<file path="src/hdl/hec_pkg.sv">
// ----------------------------------------------------------------------------
// hec_pkg - shared types and helpers for the Hamming encode/check core
// Holds the transaction types, command codes, parity group masks and the
// parity bit count lookup used by the input stage, datapath and top level.
// ----------------------------------------------------------------------------
package hec_pkg;

  localparam int WORD_BITS     = 63;  // codeword positions 1..63
  localparam int CNT_W         = 6;   // bit_count / code_len width
  localparam int LEN_W         = 7;   // n + r before the range check
  localparam int R_W           = 3;   // parity bit count, at most 7
  localparam int N_GROUPS      = 6;   // parity groups covering 63 positions
  localparam int MAX_CODE_BITS = 63;  // longest codeword that encode may emit

  typedef enum logic {
    CMD_ENCODE = 1'b0,
    CMD_CHECK  = 1'b1
  } cmd_t;

  typedef logic [WORD_BITS-1:0] word_t;

  // One input transaction
  typedef struct packed {
    cmd_t             cmd;
    word_t            bit_word;
    logic [CNT_W-1:0] bit_count;
  } item_t;

  // One result transaction
  typedef struct packed {
    word_t            codeword;
    logic [CNT_W-1:0] code_len;
    logic             parity_ok;
    logic             bad_length;
  } result_t;

  // Positions (bit k = position k+1) whose index has bit grp set
  function automatic word_t group_mask(input int unsigned grp);
    word_t m;
    m = '0;
    for (int unsigned p = 1; p <= WORD_BITS; p++) begin
      if (((p >> grp) & 1) != 0) begin
        m[CNT_W'(p - 1)] = 1'b1;
      end
    end
    return m;
  endfunction

  // Place data bits LSB first on the positions that are not powers of two
  function automatic word_t scatter_data(input word_t d);
    word_t       cw;
    int unsigned j;
    cw = '0;
    j  = 0;
    for (int unsigned p = 1; p <= WORD_BITS; p++) begin
      if ((p & (p - 1)) != 0) begin
        cw[CNT_W'(p - 1)] = d[CNT_W'(j)];
        j++;
      end
    end
    return cw;
  endfunction

  // Smallest r with 2^r >= n + r + 1
  function automatic logic [R_W-1:0] parity_count(input logic [CNT_W-1:0] n);
    logic [R_W-1:0] r;
    if (n == '0)                 r = R_W'(0);
    else if (n == CNT_W'(1))     r = R_W'(2);
    else if (n <= CNT_W'(4))     r = R_W'(3);
    else if (n <= CNT_W'(11))    r = R_W'(4);
    else if (n <= CNT_W'(26))    r = R_W'(5);
    else if (n <= CNT_W'(57))    r = R_W'(6);
    else                         r = R_W'(7);
    return r;
  endfunction

endpackage

</file>
<file path="src/hdl/hec_in_reg.sv">
// ----------------------------------------------------------------------------
// hec_in_reg - input register stage
// Captures one transaction per cycle and holds it while the result
// register downstream is full and stalled.
// ----------------------------------------------------------------------------
module hec_in_reg import hec_pkg::*; (
  input  logic   clk,
  input  logic   rst_n,
  input  logic   in_valid,
  output logic   in_stall,
  input  item_t  in_item,
  input  logic   advance,     // result register takes a new transaction
  output logic   s1_valid,
  output item_t  s1_item
);

  logic  valid_r, valid_nxt;
  item_t item_r;
  logic  load;

  // Load when empty or when the held transaction moves on this cycle
  assign load     = advance || !valid_r;
  assign in_stall = !load;
  assign valid_nxt = load ? in_valid : valid_r;

  // Hold control state
  always_ff @(posedge clk) begin
    if (!rst_n) begin
      valid_r <= 1'b0;
    end else begin
      valid_r <= valid_nxt;
    end
  end

  // Capture payload on accept
  always_ff @(posedge clk) begin
    if (load && in_valid) begin
      item_r <= in_item;
    end
  end

  assign s1_valid = valid_r;
  assign s1_item  = item_r;

endmodule

</file>
<file path="src/hdl/hec_datapath.sv">
// ----------------------------------------------------------------------------
// hec_datapath - encode and check logic
// Masks the word to bit_count, scatters data for encode, and runs six
// parity XOR trees shared by both commands.
// ----------------------------------------------------------------------------
module hec_datapath import hec_pkg::*; (
  input  item_t   item,
  output result_t result
);

  word_t              len_mask;
  word_t              masked;
  word_t              data_cw;
  word_t              tree_src;
  word_t              enc_cw;
  logic [N_GROUPS-1:0] par;
  logic [R_W-1:0]     r;
  logic [LEN_W-1:0]   len;
  logic               too_long;

  // Drop bits above bit_count
  assign len_mask = ~({WORD_BITS{1'b1}} << item.bit_count);
  assign masked   = item.bit_word & len_mask;

  // Spread data over the non power-of-two positions
  assign data_cw  = scatter_data(masked);

  // Share the group trees between encode and check
  assign tree_src = (item.cmd == CMD_CHECK) ? masked : data_cw;

  for (genvar g = 0; g < N_GROUPS; g++) begin : g_group
    localparam word_t GMASK = group_mask(g);
    assign par[g] = ^(tree_src & GMASK);
  end

  // Insert parity bits at positions 1, 2, 4, ... 32
  always_comb begin
    enc_cw = data_cw;
    for (int g = 0; g < N_GROUPS; g++) begin
      enc_cw[CNT_W'((1 << g) - 1)] = par[g];
    end
  end

  // Codeword length and range check
  assign r        = parity_count(item.bit_count);
  assign len      = LEN_W'(item.bit_count) + LEN_W'(r);
  assign too_long = len > LEN_W'(MAX_CODE_BITS);

  // Select result fields
  always_comb begin
    result = '0;
    case (item.cmd)
      CMD_ENCODE: begin
        if (too_long) begin
          result.bad_length = 1'b1;
        end else begin
          result.codeword  = enc_cw;
          result.code_len  = len[CNT_W-1:0];
          result.parity_ok = 1'b1;
        end
      end
      CMD_CHECK: begin
        result.parity_ok = ~|par;
      end
      default: begin
        result = '0;
      end
    endcase
  end

endmodule

</file>
<file path="src/hdl/hamming_encode_and_check_core.sv">
// ----------------------------------------------------------------------------
// hamming_encode_and_check_core - even parity Hamming encoder and checker
// Encodes up to 57 data bits into a codeword of up to 63 bits, or tests
// all parity groups of a received codeword, one transaction per cycle unless stalled.
// ----------------------------------------------------------------------------
// Takes one transaction every clock cycle while in_stall is low: the input
// register feeds a single pass of mask, scatter and six parity XOR trees,
// which loads the result register. in_stall rises only when both registers
// are full and out_stall is high, so one more transaction is taken while a
// finished result waits. Bit k of a word is codeword position k+1. Encode
// with more than 57 data bits reports bad_length with zero codeword; check
// reports parity_ok and corrects nothing.
module hamming_encode_and_check_core import hec_pkg::*; (
  input  logic                 clk,
  input  logic                 rst_n,
  input  logic                 in_valid,
  output logic                 in_stall,
  input  logic                 in_cmd,
  input  logic [WORD_BITS-1:0] in_bit_word,
  input  logic [CNT_W-1:0]     in_bit_count,
  output logic                 out_valid,
  input  logic                 out_stall,
  output logic [WORD_BITS-1:0] out_codeword,
  output logic [CNT_W-1:0]     out_code_len,
  output logic                 out_parity_ok,
  output logic                 out_bad_length
);

  item_t   in_item;
  item_t   s1_item;
  logic    s1_valid;
  result_t s1_result;
  logic    advance;
  logic    out_valid_r, out_valid_nxt;
  result_t out_r;

  assign in_item.cmd       = cmd_t'(in_cmd);
  assign in_item.bit_word  = in_bit_word;
  assign in_item.bit_count = in_bit_count;

  // Advance the pipe when the result register is empty or drained
  assign advance = !out_valid_r || !out_stall;

  hec_in_reg u_in_reg (
    .clk      (clk),
    .rst_n    (rst_n),
    .in_valid (in_valid),
    .in_stall (in_stall),
    .in_item  (in_item),
    .advance  (advance),
    .s1_valid (s1_valid),
    .s1_item  (s1_item)
  );

  hec_datapath u_datapath (
    .item   (s1_item),
    .result (s1_result)
  );

  assign out_valid_nxt = advance ? s1_valid : out_valid_r;

  // Hold result valid
  always_ff @(posedge clk) begin
    if (!rst_n) begin
      out_valid_r <= 1'b0;
    end else begin
      out_valid_r <= out_valid_nxt;
    end
  end

  // Capture the result transaction
  always_ff @(posedge clk) begin
    if (advance && s1_valid) begin
      out_r <= s1_result;
    end
  end

  assign out_valid      = out_valid_r;
  assign out_codeword   = out_r.codeword;
  assign out_code_len   = out_r.code_len;
  assign out_parity_ok  = out_r.parity_ok;
  assign out_bad_length = out_r.bad_length;

  // Syndrome of the delivered codeword, for checking encode results
  logic [N_GROUPS-1:0] out_syn;
  for (genvar g = 0; g < N_GROUPS; g++) begin : g_syn
    localparam word_t GMASK = group_mask(g);
    assign out_syn[g] = ^(out_r.codeword & GMASK);
  end

  // Encode results must be valid codewords
  a_enc_syndrome: assert property (@(posedge clk) disable iff (!rst_n)
    (out_valid_r && out_r.code_len != '0) |-> (out_syn == '0))
    else $error("encoded codeword has nonzero syndrome");

  // Length overflow zeroes the other fields
  a_bad_zero: assert property (@(posedge clk) disable iff (!rst_n)
    (out_valid_r && out_r.bad_length) |->
      (out_r.codeword == '0 && out_r.code_len == '0 && !out_r.parity_ok))
    else $error("bad_length result carries nonzero fields");

  // A codeword length only comes with a good encode
  a_len_ok: assert property (@(posedge clk) disable iff (!rst_n)
    (out_valid_r && out_r.code_len != '0) |-> (out_r.parity_ok && !out_r.bad_length))
    else $error("code_len set on a failing result");

  // A held transaction in the input register is not lost while stalled
  a_s1_hold: assert property (@(posedge clk) disable iff (!rst_n)
    (s1_valid && out_valid_r && out_stall) |=> s1_valid)
    else $error("input stage dropped a stalled transaction");

endmodule
</file>
<file path="config.mk">
export PLATFORM = sky130hd
export DESIGN_NAME = hamming_encode_and_check_core
export DESIGN_NICKNAME = d
export VERILOG_FILES = /design/src/hdl/hec_pkg.sv /design/src/hdl/hec_in_reg.sv /design/src/hdl/hec_datapath.sv /design/src/hdl/hamming_encode_and_check_core.sv
export SDC_FILE = /design/constraint.sdc
export NUM_CORES = 1
export LEC_CHECK = 0
export ABC_CLOCK_PERIOD_IN_PS = 7500
export BUFFER_PORTS_ARGS = -buffer_cell sky130_fd_sc_hd__buf_2
export CORE_AREA = 2 2 157 159
export DETAILED_ROUTE_END_ITERATION = 16
export DIE_AREA = 0 0 159 161
export PLACE_DENSITY = 0.61
export SLEW_MARGIN = 5
export SYNTH_ARGS = -nofsm -noshare
export SYNTH_HDL_FRONTEND = slang
export SYNTH_SLANG_ARGS = --single-unit
</file>
<file path="constraint.sdc">
create_clock -name clk -period 7.5 [get_ports clk]
set_clock_uncertainty 0.1 [all_clocks]
set_input_delay 1.125 -clock clk [delete_from_list [all_inputs] [get_ports clk]]
set_output_delay 1.125 -clock clk [all_outputs]
set_load 0.1 [all_outputs]
</file>
==> impl_metrics.yaml <==
setup_path:
  criticalPathCategory: "reg2reg"
  crit_arrival_ps: 4570
  cp_max_fo: 57
  crit_chain: "buf_4, or2_1, o21ai_2, xor2_1, xnor2_1, mux2i_1, xnor2_1, xnor3_1, xnor3_1, nand4_1, o31ai_1"
  rrSetupSlack_ps: 3080
  r2r_start: "u_in_reg.s1_item[5]$_DFFE_PP_"
  cp.depth: 11
  r2r_end: "out_parity_ok$_DFFE_PP_"
  reg2reg_depth: 11
  slowest_stage: "or2_1"
  slowest_delay_ps: 620
  cp.required_ps: 7650
  cp-start-kind: "flop"
  cp-startpoint: "u_in_reg.s1_item[5]$_DFFE_PP_"
  crit_family: "XOR/XNOR gates"
  cp_num_buf_inv: 1
  end_kind: "flop"
pwr:
  power.share.clock_pct: 29.1
  finalPower_uw: 2490
  cell_internal_pwr_uw: 1640
  seqPwrFrac_pct: 39.2
  comb_power_share_pct: 31.7
  swShare_pct: 34.2
  powerDensity_nw_per_um2: 258
  p_switching_uw: 852
  leakagePower_uw: 0.00364
  ir_drop_uv: 137
sta:
  period_needed_ps: 4420
  rsz0062_at_grt: "no"
  timing.fmax_mhz: 226
  tns_ps: 0
  max_slew.worst_pin.slew_ps: 1080
  period_share_pct: 59.0
  slew_headroom_pct: 27.8
  setup_viol: 0
  hold_viol: 0
  report.final.slew_viol_count: 0
synth:
  yosysUniqueCellTypes: 75
  synthCells: 702
  synth.area.top_cells: "edfxtp_1 (52%), xnor2_1 (9.3%), xor2_1 (4.3%)"
  ys_ff_latch: 143
  async_flop_share_pct: 0
  synth_edf_count: 141
  yosys.area.top_type: "edfxtp_1"
  seq_area_frac_synth_pct: 52.0
  yosysWarnings: 0
  synth_top_flop_cell: "edfxtp_1"
  netlist.area_leader.share_pct: 51.6
  avgSynthCellArea_um2: 11.7
  syn_area_um2: 8210
  syn-num-nets: 780
clock_tree:
  cts_made_buffers: 17
  post_cts_buffers: 0
  cts-root-buf: "clkbuf_16"
  cts_resized: 0
  ctsHoldBuffers: 0
  clkSinkCount: 143
  cts_tree: "yes"
  clkLatencyLatePin_ps: 440
  htree_levels: 4
  clk_pin_slew_worst_paths_ps: 60
  cts_buffer_depth: 2
cells_and_area:
  area_growth_syn_to_layout_pct: 17.8
  diodes: 0
  layout_common_cells: "buf_2 (146), edfxtp_1 (141), xnor2_1 (87), nor2_1 (78), xor2_1 (40)"
  layout_commonest_cell: "buf_2"
  nets: 906
  fin_util_pct: 40.4
  drive_gt1_share_pct: 25.1
drt:
  vias: 5945
  ant_nets: 0
  dr.pass1.iters: 5
  drtIter0Drc: 691
  viasPerCell: 5.11
  wirelength_um: 24300
  routedWlPerCell_um: 20.9
  drc: 0
global_routing:
  track_usage_pct: 19.0
  grt_max_degree: 72
  antenna_found_initial: 1
  grt_pass1_vias: 5793
  overflow: 0
  grt_pass1_wl_um: 35900
place:
  gp_congestion: 0.922
  hpwl_um: 17800
  port_buffers: 146
worst_hold_path:
  holdPathEnd: "out_valid$_SDFFE_PN0P_"
  whs_path_depth: 2
  min_from: "u_in_reg.s1_valid$_SDFFE_PN0N_"
  hp-class: "reg2reg"
floorplanning:
  die_x_um: 159
  ios: 147
  start_util_pct: 34.3
  fp-row-count: 57
  die_area_um2: 25600
  core-area_um2: 24000
  die_h_um: 161
job:
  cap_violations: 0
outcome:
  status: "finished clean"
per-stage QoR:
| stage | setup WS, ps | cell area [µm²] | std cells | hold WS [ps] |
|---|---|---|---|---|
| 3_3_place_gp | 3080 | 9180 | 1133 | 390 |
| 5_1_grt | 2880 | 9670 | 1163 | 476 |
| 6_report | 3080 | 9670 | 1163 | 409 |
| 3_5_place_dp | 3110 | 9180 | 1133 | 408 |
| 2_1_floorplan | 497 | 8210 | 702 | 366 |
| 4_1_cts | 3090 | 9670 | 1163 | 419 |
cell families after synthesis:
| family | Yosys count | synth area share (%) |
|---|---|---|
| xor gates and xnor gates | 138 | 16.5 |
| muxes | 22 | 2.77 |
| DFF | 143 | 52.0 |
| buffers and inverters | 57 | 3.53 |
| AOI/OAI and AO/OA | 157 | 13.8 |
| adders and majority gates | 4 | 0.701 |
| and+or+nand+nor | 181 | 10.7 |
Yosys cell counts (2+ instances only):
cell type	n
nor3_1	5
nor2_1	78
o31ai_2	2
dfxtp_1	2
xnor3_1	10
o21ai_2	7
xor2_1	40
edfxtp_1	141
and3_1	9
nand3_1	15
a22o_1	2
o31ai_1	4
mux2_2	3
a21o_1	5
buf_6	4
nor4b_1	2
nand2_1	27
a21oi_1	24
o21ai_1	8
nand2b_1	5
buf_4	5
buf_2	22
o211ai_1	15
inv_1	7
and2_1	15
o221ai_1	3
o22ai_1	6
a21boi_0	2
o21ai_0	32
xnor2_1	87
clkbuf_1	15
o21a_1	6
and4_1	3
nand4_1	3
a32oi_1	2
o211ai_2	3
nor2b_1	5
buf_1	3
o211a_1	4
or2_2	3
a31oi_1	8
mux2i_1	18
a211o_1	5
or3_1	4
ha_1	3
worst max-delay path by stage:
stage	end
2_1_floorplan	out_bad_length$_SDFFCE_PP0P_
3_3_place_gp	out_codeword[59]$_SDFFCE_PP0P_
3_5_place_dp	out_codeword[59]$_SDFFCE_PP0P_
4_1_cts	out_codeword[59]$_SDFFCE_PP0P_
5_1_grt	out_codeword[59]$_SDFFCE_PP0P_
6_report	out_parity_ok$_DFFE_PP_
sequential cells by signal, summed over array words and instances, names as in the netlist:
register           flops
out_codeword          63
u_in_reg.s1_valid      1
u_in_reg.s1_item      70
out_bad_length         1
out_valid              1
out_code_len           6
out_parity_ok          1
worst register-to-register path: cells and delay by family (launching register included):
family,cells,cell delay (ps)
multiplexers,1,100
flip-flops,1,320
AND/OR/NAND/NOR,2,760
buffers and inverters,1,510
AO/OA/AOI/OAI,2,560
XOR/XNOR,5,1890
routing by layer:
metal  GRT usage (%)  part of all wire [%]  wire length [µm]
met4            6.12                   2.0               494
met2            29.2                    45             11000
met5               0                 0.053                13
met1            26.6                    46             11200
met3            4.70                   6.6              1600
cell type report:
class                      count  area, µm²
sequential                   143       4270
multi-input combinational    502       3670
clock buffer                  21        440
fill                        2384      14300
inverter                       8       30.0
timing repair buffer         156        806
clock inverter                 9       47.5
tap                          324        405
power by group through the flow:
| stage | logic, µW | registers [µW] | clock network (µW) |
|---|---|---|---|
| 2_1_floorplan | 439 | 1180 | 0 |
| 3_3_place_gp | 776 | 993 | 0 |
| 6_report | 790 | 976 | 727 |
| 4_1_cts | 787 | 976 | 746 |
| 3_5_place_dp | 784 | 993 | 0 |
| 5_1_grt | 832 | 981 | 777 |
No activity file was read; power rests on OpenSTA's default activity.
